File: src/sv/ssm_pkg.sv
// Shared types and constants for the substring search matcher.
// No dependencies; every module of the block imports this package.
package ssm_pkg;

  typedef logic [7:0] byte_t;

  // command codes on the request channel
  localparam logic [1:0] CMD_PATTERN = 2'd0;
  localparam logic [1:0] CMD_TEXT    = 2'd1;
  localparam logic [1:0] CMD_END     = 2'd2;

  localparam int OFF_W       = 13;
  localparam int QUEUE_DEPTH = 4;

  typedef logic [OFF_W-1:0] offset_t;

  typedef struct packed {
    logic [1:0] command;
    byte_t      data_byte;
    logic       pattern_first;
  } ssm_in_t;

  typedef struct packed {
    logic    found;
    offset_t match_offset;
    logic    pattern_overflow;
    logic    text_overflow;
  } ssm_out_t;

  typedef enum logic [1:0] {
    OP_PATTERN,
    OP_TEXT,
    OP_END
  } ssm_op_e;

  // classified request as it travels through the queue
  typedef struct packed {
    ssm_op_e op;
    byte_t   data_byte;
    logic    restart;
  } ssm_op_t;

  // side information that follows a request down the compare pipeline
  typedef struct packed {
    logic is_end;
    logic ok;
    logic empty;
    logic pdrop;
    logic tdrop;
  } ssm_tag_t;

endpackage

File: src/sv/ssm_stream_if.sv
// Valid/ready stream interface with a payload of any packed type.
// Used for the request, result and internal queue channels.
interface ssm_stream_if #(
  parameter type T = logic
) ();
  logic valid;
  logic ready;
  T     data;

  modport source (output valid, output data, input ready);
  modport sink   (input valid, input data, output ready);
endinterface

File: src/sv/ssm_front.sv
// Front end: registers each request, drops unknown commands, classifies the rest.
// Depends on ssm_pkg and ssm_stream_if.
module ssm_front import ssm_pkg::*; (
  input  logic         clk_i,
  input  logic         rst_ni,
  ssm_stream_if.sink   req_i,
  ssm_stream_if.source op_o
);

  logic    hold_vld_q;
  ssm_op_t hold_q;
  ssm_op_t op_d;
  logic    keep;
  logic    take;

  assign req_i.ready = !hold_vld_q || op_o.ready;
  assign take        = req_i.valid && req_i.ready;

  always_comb begin
    op_d.data_byte = req_i.data.data_byte;
    op_d.restart   = req_i.data.pattern_first;
    op_d.op        = OP_PATTERN;
    keep           = 1'b1;
    unique case (req_i.data.command)
      CMD_PATTERN: op_d.op = OP_PATTERN;
      CMD_TEXT:    op_d.op = OP_TEXT;
      CMD_END:     op_d.op = OP_END;
      default:     keep = 1'b0;
    endcase
  end

  always_ff @(posedge clk_i or negedge rst_ni) begin
    if (!rst_ni) begin
      hold_vld_q <= 1'b0;
    end else begin
      if (op_o.ready) begin
        hold_vld_q <= 1'b0;
      end
      if (take && keep) begin
        hold_vld_q <= 1'b1;
      end
    end
  end

  always_ff @(posedge clk_i) begin
    if (take && keep) begin
      hold_q <= op_d;
    end
  end

  assign op_o.valid = hold_vld_q;
  assign op_o.data  = hold_q;

endmodule

File: src/sv/ssm_queue.sv
// Short request queue between the front end and the compare back end.
// Depends on ssm_pkg and ssm_stream_if.
module ssm_queue import ssm_pkg::*; (
  input  logic         clk_i,
  input  logic         rst_ni,
  ssm_stream_if.sink   in_i,
  ssm_stream_if.source out_o
);

  localparam int PTR_W = (QUEUE_DEPTH > 1) ? $clog2(QUEUE_DEPTH) : 1;
  localparam int CNT_W = $clog2(QUEUE_DEPTH + 1);

  ssm_op_t          mem_q [QUEUE_DEPTH];
  logic [PTR_W-1:0] wr_ptr_q, rd_ptr_q;
  logic [CNT_W-1:0] count_q;
  logic             push, pop;

  assign in_i.ready  = count_q < CNT_W'(QUEUE_DEPTH);
  assign out_o.valid = count_q != '0;
  assign out_o.data  = mem_q[rd_ptr_q];
  assign push        = in_i.valid && in_i.ready;
  assign pop         = out_o.valid && out_o.ready;

  function automatic logic [PTR_W-1:0] wrap_inc(input logic [PTR_W-1:0] p);
    if (p == PTR_W'(QUEUE_DEPTH - 1)) begin
      return '0;
    end
    return p + 1'b1;
  endfunction

  always_ff @(posedge clk_i or negedge rst_ni) begin
    if (!rst_ni) begin
      wr_ptr_q <= '0;
      rd_ptr_q <= '0;
      count_q  <= '0;
    end else begin
      if (push) begin
        wr_ptr_q <= wrap_inc(wr_ptr_q);
      end
      if (pop) begin
        rd_ptr_q <= wrap_inc(rd_ptr_q);
      end
      if (push && !pop) begin
        count_q <= count_q + 1'b1;
      end else if (pop && !push) begin
        count_q <= count_q - 1'b1;
      end
    end
  end

  always_ff @(posedge clk_i) begin
    if (push) begin
      mem_q[wr_ptr_q] <= in_i.data;
    end
  end

endmodule

File: src/sv/ssm_back.sv
// Back end: pattern and text window cells, pipelined compare and result register.
// Depends on ssm_pkg and ssm_stream_if.
module ssm_back import ssm_pkg::*; #(
  parameter int MAX_PATTERN = 128,
  parameter int MAX_TEXT    = 8192
) (
  input  logic         clk_i,
  input  logic         rst_ni,
  ssm_stream_if.sink   op_i,
  ssm_stream_if.source rsp_o
);

  localparam int LEN_W = $clog2(MAX_PATTERN + 1);
  localparam int CNT_W = $clog2(MAX_TEXT + 1);
  localparam int CMP_W = (CNT_W > LEN_W) ? CNT_W : LEN_W;
  localparam int GRP_W = 16;
  localparam int NGRP  = (MAX_PATTERN + GRP_W - 1) / GRP_W;
  localparam int PAD_W = NGRP * GRP_W;

  // cell i of the pattern holds pattern byte (length - 1 - i), cell i of the
  // window holds the text byte of age i, so cells line up without indexing
  byte_t            pat_q [MAX_PATTERN];
  byte_t            win_q [MAX_PATTERN];
  byte_t            win_n [MAX_PATTERN];
  logic [LEN_W-1:0] len_q, len_d, len_base;
  logic [CNT_W-1:0] cnt_q, cnt_d;
  logic             pdrop_q, pdrop_d, tdrop_q, tdrop_d;
  logic             shift_pat, shift_win;

  logic             s1_vld_q, s1_vld_d;
  ssm_tag_t         s1_tag_q, s1_tag_d;
  logic [PAD_W-1:0] s1_eq_q, eq_d;
  logic [CNT_W-1:0] s1_off_q, off_d;

  logic             s2_vld_q;
  ssm_tag_t         s2_tag_q;
  logic [NGRP-1:0]  s2_grp_q, grp_d;
  logic [CNT_W-1:0] s2_off_q;

  logic             match_q;
  logic [CNT_W-1:0] first_q;
  logic             out_vld_q;
  ssm_out_t         out_q;

  logic             adv, pop, hit;
  ssm_op_t          op;
  logic [CMP_W-1:0] cnt_ext, len_ext;

  // hold the whole pipeline while a result waits to be taken
  assign adv        = !out_vld_q || rsp_o.ready;
  assign op_i.ready = adv;
  assign pop        = adv && op_i.valid;
  assign op         = op_i.data;

  always_comb begin
    len_base  = len_q;
    len_d     = len_q;
    pdrop_d   = pdrop_q;
    cnt_d     = cnt_q;
    tdrop_d   = tdrop_q;
    shift_pat = 1'b0;
    shift_win = 1'b0;
    s1_vld_d  = 1'b0;
    s1_tag_d  = '0;
    if (pop) begin
      unique case (op.op)
        OP_PATTERN: begin
          if (op.restart) begin
            len_base = '0;
            pdrop_d  = 1'b0;
          end
          len_d = len_base;
          if (CMP_W'(len_base) < CMP_W'(MAX_PATTERN)) begin
            shift_pat = 1'b1;
            len_d     = len_base + 1'b1;
          end else begin
            pdrop_d = 1'b1;
          end
        end
        OP_TEXT: begin
          if (CMP_W'(cnt_q) >= CMP_W'(MAX_TEXT)) begin
            tdrop_d = 1'b1;
          end else begin
            shift_win = 1'b1;
            cnt_d     = cnt_q + 1'b1;
            s1_vld_d  = 1'b1;
          end
        end
        OP_END: begin
          cnt_d          = '0;
          tdrop_d        = 1'b0;
          s1_vld_d       = 1'b1;
          s1_tag_d.is_end = 1'b1;
          s1_tag_d.empty = len_q == '0;
          s1_tag_d.pdrop = pdrop_q;
          s1_tag_d.tdrop = tdrop_q;
        end
        default: ;
      endcase
    end
    cnt_ext     = CMP_W'(cnt_d);
    len_ext     = CMP_W'(len_q);
    off_d       = CNT_W'(cnt_ext - len_ext);
    if (!s1_tag_d.is_end) begin
      s1_tag_d.ok = (len_q != '0) && (cnt_ext >= len_ext);
    end
  end

  always_comb begin
    win_n[0] = op.data_byte;
    for (int i = 1; i < MAX_PATTERN; i++) begin
      win_n[i] = win_q[i-1];
    end
    eq_d = '1;
    for (int i = 0; i < MAX_PATTERN; i++) begin
      eq_d[i] = (CMP_W'(i) >= CMP_W'(len_q)) || (win_n[i] == pat_q[i]);
    end
  end

  always_comb begin
    for (int k = 0; k < NGRP; k++) begin
      grp_d[k] = &s1_eq_q[k*GRP_W +: GRP_W];
    end
  end

  assign hit = s2_vld_q && !s2_tag_q.is_end && s2_tag_q.ok && (&s2_grp_q);

  always_ff @(posedge clk_i or negedge rst_ni) begin
    if (!rst_ni) begin
      len_q     <= '0;
      pdrop_q   <= 1'b0;
      cnt_q     <= '0;
      tdrop_q   <= 1'b0;
      s1_vld_q  <= 1'b0;
      s2_vld_q  <= 1'b0;
      match_q   <= 1'b0;
      first_q   <= '0;
      out_vld_q <= 1'b0;
    end else begin
      len_q   <= len_d;
      pdrop_q <= pdrop_d;
      cnt_q   <= cnt_d;
      tdrop_q <= tdrop_d;
      if (adv) begin
        s1_vld_q  <= s1_vld_d;
        s2_vld_q  <= s1_vld_q;
        out_vld_q <= s2_vld_q && s2_tag_q.is_end;
        if (s2_vld_q && s2_tag_q.is_end) begin
          match_q <= 1'b0;
          first_q <= '0;
        end else if (hit && !match_q) begin
          match_q <= 1'b1;
          first_q <= s2_off_q;
        end
      end
    end
  end

  always_ff @(posedge clk_i) begin
    if (shift_pat) begin
      pat_q[0] <= op.data_byte;
      for (int i = 1; i < MAX_PATTERN; i++) begin
        pat_q[i] <= pat_q[i-1];
      end
    end
    if (shift_win) begin
      win_q <= win_n;
    end
    if (adv) begin
      s1_tag_q <= s1_tag_d;
      s1_eq_q  <= eq_d;
      s1_off_q <= off_d;
      s2_tag_q <= s1_tag_q;
      s2_grp_q <= grp_d;
      s2_off_q <= s1_off_q;
      if (s2_vld_q && s2_tag_q.is_end) begin
        out_q.found            <= match_q || s2_tag_q.empty;
        out_q.match_offset     <= match_q ? OFF_W'(first_q) : '0;
        out_q.pattern_overflow <= s2_tag_q.pdrop;
        out_q.text_overflow    <= s2_tag_q.tdrop;
      end
    end
  end

  assign rsp_o.valid = out_vld_q;
  assign rsp_o.data  = out_q;

endmodule

File: src/sv/substring_search_matcher.sv
// Substring search matcher: load a pattern of up to MAX_PATTERN bytes, stream
// up to MAX_TEXT text bytes, then send an end item to get one result with the
// offset of the first match. Requests are registered in the front end and in
// the queue, so pattern and text bytes flow at one per cycle unless the back end
// holds; each text byte is compared against the whole pattern in parallel window
// cells, and the compare runs through a three-stage pipeline (cell compare, group
// AND, final AND) into the result register. The back end holds while a result
// waits on the output, and the four-entry queue then fills before requests are
// refused. No clearing pass is needed after reset.
// Depends on ssm_pkg, ssm_stream_if, ssm_front, ssm_queue and ssm_back.
module substring_search_matcher import ssm_pkg::*; #(
  parameter int MAX_PATTERN = 128,
  parameter int MAX_TEXT    = 8192
) (
  input  logic         clk_i,
  input  logic         rst_ni,
  ssm_stream_if.sink   req_i,
  ssm_stream_if.source rsp_o
);

  ssm_stream_if #(.T(ssm_op_t)) fq_if ();
  ssm_stream_if #(.T(ssm_op_t)) qb_if ();

  ssm_front u_front (
    .clk_i  (clk_i),
    .rst_ni (rst_ni),
    .req_i  (req_i),
    .op_o   (fq_if)
  );

  ssm_queue u_queue (
    .clk_i  (clk_i),
    .rst_ni (rst_ni),
    .in_i   (fq_if),
    .out_o  (qb_if)
  );

  ssm_back #(
    .MAX_PATTERN (MAX_PATTERN),
    .MAX_TEXT    (MAX_TEXT)
  ) u_back (
    .clk_i  (clk_i),
    .rst_ni (rst_ni),
    .op_i   (qb_if),
    .rsp_o  (rsp_o)
  );

endmodule

File: src/flat_wrapper.sv
// flat-port wrapper written by rule: the top's interface ports become plain ports
module substring_search_matcher_flat import ssm_pkg::*;
#(
  parameter int MAX_PATTERN = 128,
  parameter int MAX_TEXT    = 8192
)
  (clk_i, rst_ni, req_i_valid, req_i_data, req_i_ready, rsp_o_valid, rsp_o_data, rsp_o_ready);
  ssm_stream_if #(.T(ssm_in_t)) req_i_i ();
  ssm_stream_if #(.T(ssm_out_t)) rsp_o_i ();
  input  logic clk_i;
  input  logic rst_ni;
  input wire logic [$bits(req_i_i.valid)-1:0] req_i_valid;
  input wire logic [$bits(req_i_i.data)-1:0] req_i_data;
  output wire logic [$bits(req_i_i.ready)-1:0] req_i_ready;
  output wire logic [$bits(rsp_o_i.valid)-1:0] rsp_o_valid;
  output wire logic [$bits(rsp_o_i.data)-1:0] rsp_o_data;
  input wire logic [$bits(rsp_o_i.ready)-1:0] rsp_o_ready;
  assign req_i_i.valid = req_i_valid;
  assign req_i_i.data = req_i_data;
  assign req_i_ready = req_i_i.ready;
  assign rsp_o_valid = rsp_o_i.valid;
  assign rsp_o_data = rsp_o_i.data;
  assign rsp_o_i.ready = rsp_o_ready;
  substring_search_matcher #(.MAX_PATTERN(MAX_PATTERN), .MAX_TEXT(MAX_TEXT)) u_core (.clk_i(clk_i), .rst_ni(rst_ni), .req_i(req_i_i), .rsp_o(rsp_o_i));
endmodule
File: config.mk
export PLATFORM = sky130hd
export DESIGN_NAME = substring_search_matcher_flat
export DESIGN_NICKNAME = d
export VERILOG_FILES = /design/src/sv/ssm_pkg.sv /design/src/sv/ssm_stream_if.sv /design/src/sv/ssm_front.sv /design/src/sv/ssm_queue.sv /design/src/sv/ssm_back.sv /design/src/sv/substring_search_matcher.sv /design/src/flat_wrapper.sv
export SDC_FILE = /design/constraint.sdc
export NUM_CORES = 2
export LEC_CHECK = 0
export BUFFER_PORTS_ARGS = -buffer_cell sky130_fd_sc_hd__buf_4
export CAP_MARGIN = 20
export CORE_MARGIN = 2
export CORE_UTILIZATION = 62
export CTS_CLUSTER_DIAMETER = 200
export DETAILED_ROUTE_END_ITERATION = 10
export PLACE_DENSITY = 0.86
export SETUP_SLACK_MARGIN = 0.2
export SYNTH_ARGS = -nofsm -noshare
export SYNTH_HDL_FRONTEND = slang
export SYNTH_SLANG_ARGS = --single-unit
File: constraint.sdc
create_clock -name clk_i -period 33.1 [get_ports clk_i]
set_clock_uncertainty 0.15 [all_clocks]
set_input_delay 1.655 -clock clk_i [delete_from_list [all_inputs] [get_ports clk_i]]
set_output_delay 1.655 -clock clk_i [all_outputs]
set_load 0.005 [all_outputs]
==> results.json <==
{
  "cts-root-buf": "clkbuf_16",
  "viasPerCell": 6.182,
  "finalWirelength_mm": 170.2,
  "reg2reg_slack_ns": 25.82,
  "hold_depth": 0,
  "fmax_mhz": 136.9,
  "cts_buffer_depth": 3,
  "fin_area_um2": 93920,
  "hold_path.class": "register to register",
  "die_h_um": 372.5,
  "cpPeakStageDelay_ns": 0.93,
  "clock_sinks": 2332,
  "hold_end": "u_core.u_back.s2_tag_q[0]$_DFFE_PP_",
  "hold_viol_final": 0,
  "fillers": 7179,
  "async_flop_share_pct": 2.101,
  "io_pins": 33,
  "yosys-top-cells-area": "edfxtp_1 (81%), xnor2_1 (9.3%), nand4_1 (1.9%), xor2_1 (1.6%), dfrtp_1 (1.5%)",
  "synthMostInstantiatedCell": "edfxtp_1",
  "crit_family": "buffers and inverters",
  "syn-cell-area_um2": 84200,
  "required_ns": 33.35,
  "crit_slowest_cell": "buf_4",
  "fin_crit_sh_pct": 22.07,
  "rr_worst_depth": 9,
  "hp-start": "u_core.u_back.s1_tag_q[0]$_SDFFCE_PN0P_",
  "final_cell_count_no_fill": 6414,
  "grt_pass1_vias": 40391,
  "cp_cell_sequence": "buf_4 > nor2b_2 > buf_4 > inv_8 > o2111a_2 > buf_4 > buf_4 > buf_4 > buf_4 > buf_4",
  "crit_type": "primary input to register",
  "startpoint": "rsp_o_ready",
  "ys_types": 58,
  "status": "completed",
  "power.total_mw": 8.739,
  "die-width_um": 372.5,
  "cpMostUsedCell": "buf_4",
  "grt_overflow_total": 0,
  "ir_drop_uv": 85.85,
  "endpoint_kind": "register",
  "core_area_um2": 135100,
  "fin_util_pct": 69.50,
  "drive_gt1_share_pct": 8.898,
  "wl_per_cell_um": 26.54,
  "synthTopCellsByCount": "edfxtp_1 (2283), xnor2_1 (895), nand4_1 (262)",
  "dpl.hpwl_mm": 101.5,
  "startpoint_type": "primary input",
  "synthDominantCellAreaShare_pct": 81.42,
  "cts_tree": "done",
  "cts-htree-levels": 4,
  "cp.depth": 10,
  "worst_pin_slew_ns": 1.174,
  "crit_buf_inv": 8,
  "worstReg2RegEnd": "u_core.u_back.pat_q[1][241]$_DFFE_PP_",
  "r2r_start": "u_core.u_queue.rd_ptr_q[0]$_DFFE_PN0P_",
  "io_buffers": 32,
  "dr.pass1.iters": 6,
  "syn-num-nets": 4241,
  "ys_ff_latch": 2332,
  "drv_cap": 0,
  "grt_max_degree": 169,
  "gp_congestion": 0.8849,
  "synth_edf_count": 2283,
  "rows": 135,
  "drv_slew": 0,
  "synth_warnings": 0,
  "initial_core_util_pct": 62.31,
  "grt_pass1_wl_mm": 245.8,
  "cts_hold_buf": 0,
  "setup_viol": 0,
  "synthFlopType": "edfxtp_1",
  "worstSkewPairLatency_ns": 0.81,
  "die-area_um2": 138800,
  "cts-buffers-inserted": 206,
  "period_needed_ns": 7.304,
  "dp.cells": 6022,
  "powerDensity_nw_per_um2": 93.05,
  "cts.repair_timing.setup_buffer_count": 0,
  "rsz0062_at_grt": "false",
  "dr.first_iter.drc_count": 5334,
  "placed_area_um2": 86860,
  "track_usage_pct": 24.20,
  "crit_path_max_fanout": 113,
  "synth_top_area_cell": "edfxtp_1",
  "maxSlewHeadroom_pct": 21.11,
  "leakage_nw": 26.72,
  "antenna_found_initial": 9,
  "syn_area_per_cell_um2": 20.03,
  "ant_nets": 0,
  "arrival_ns": 7.56,
  "setup_tns_ns": 0,
  "layout.nets": 4494,
  "seq_area_frac_synth_pct": 82.87,
  "drc": 0,
  "clk_pin_slew_ns": 0.07,
  "num_vias": 39651,
  "syn_inst": 4204,
  "cts_resized": 0,
  "area_delta_synth_final_pct": 11.54
}
## layer usage
| layer | vias to the layer above | GRT usage (%) | part of all wire (%) |
|---|---|---|---|
| met5 | - | 0 | 0.055 |
| met2 | 2342 | 40.85 | 51 |
| met3 | 438 | 5.490 | 9.9 |
| met1 | 20113 | 30.65 | 36 |
| met4 | 8 | 9.654 | 3.8 |
| li1 | 16750 | - | - |
## area by class of cell
class                      instances  area (um2)  area share (%)
multi-input combinational       1813       14200           15.12
antenna                            3       7.507        0.007993
tap                             1781        2228           2.373
clock buffer                     244        5404           5.754
sequential                      2332       69780           74.30
timing repair buffer              80       718.2          0.7647
clock inverter                   137        1479           1.575
inverter                          24       97.59          0.1039
## layout by cell type, fill, tap and decap left out, types with 42 or more instances in the layout
cell,count
clkinv_1,47
nand4_1,262
edfxtp_1,2283
nand2_1,75
xor2_1,158
buf_4,71
nor2_1,54
nor4_1,46
dfrtp_1,49
o221ai_1,42
xnor2_1,895
clkbuf_16,211
o21ai_0,45
## how the worst max path moves through the flow
stage,to,slack [ns]
after CTS,u_core.u_back.pat_q[1][207]$_DFFE_PP_,25.10
after global placement,u_core.u_back.pat_q[1][241]$_DFFE_PP_,24.40
after detailed placement,u_core.u_back.pat_q[1][201]$_DFFE_PP_,24.28
after floorplan,u_core.u_back.win_n[0]$_DFFE_PP_,2.92
final,u_core.u_back.pat_q[1][241]$_DFFE_PP_,25.80
after global routing,u_core.u_back.pat_q[1][241]$_DFFE_PP_,25.38
## cells by family after synthesis
family / count (synthesis) / share of synthesized area (%)
multiplexers: 13 / 0.3195
flip-flops: 2332 / 82.87
AND/OR/NAND/NOR: 519 / 3.511
XOR/XNOR: 1053 / 10.95
adder cells (fa/ha/maj): 22 / 0.3447
buffers and inverters: 59 / 0.2734
AO/OA/AOI/OAI: 206 / 1.725
## through the flow
stage	worst slack (ns)	hold WS [ns]
2_1_floorplan	2.924	0.2503
3_3_place_gp	24.40	0.2522
3_5_place_dp	24.28	0.2545
4_1_cts	25.10	0.2618
5_1_grt	25.38	0.2632
6_report	25.80	0.2554
## registers in the layout, summed over array words and instances (netlist names), 2 cells and up
name / flops
u_core.u_back.cnt_q: 14
u_core.u_back.first_q: 13
u_core.u_back.len_q: 8
u_core.u_back.pat_q: 1024
u_core.u_back.rsp_o.data: 16
u_core.u_back.s1_eq_q: 128
u_core.u_back.s1_off_q: 13
u_core.u_back.s1_tag_q: 5
u_core.u_back.s2_grp_q: 8
u_core.u_back.s2_off_q: 13
u_core.u_back.s2_tag_q: 5
u_core.u_back.win_n: 1016
u_core.u_front.op_o.data: 11
u_core.u_queue.count_q: 3
u_core.u_queue.mem_q: 44
u_core.u_queue.rd_ptr_q: 2
u_core.u_queue.wr_ptr_q: 2
## worst register-to-register path: cells and delay by family (launching register included)
family          cells  cell delay [ns]
flops               1             0.88
compound gates      1             0.81
mux                 1             0.69
buf+inv             6             4.04
fa+ha+maj           1             0.24
## power by group
| part | internal (mW) | total [mW] | switching [mW] |
|---|---|---|---|
| Clock | 1.41 | 2.44 | 1.04 |
| Sequential | 4.33 | 4.75 | 0.422 |
| Combinational | 0.426 | 1.55 | 1.12 |
Note: power is estimated with default switching activity, not from simulation.
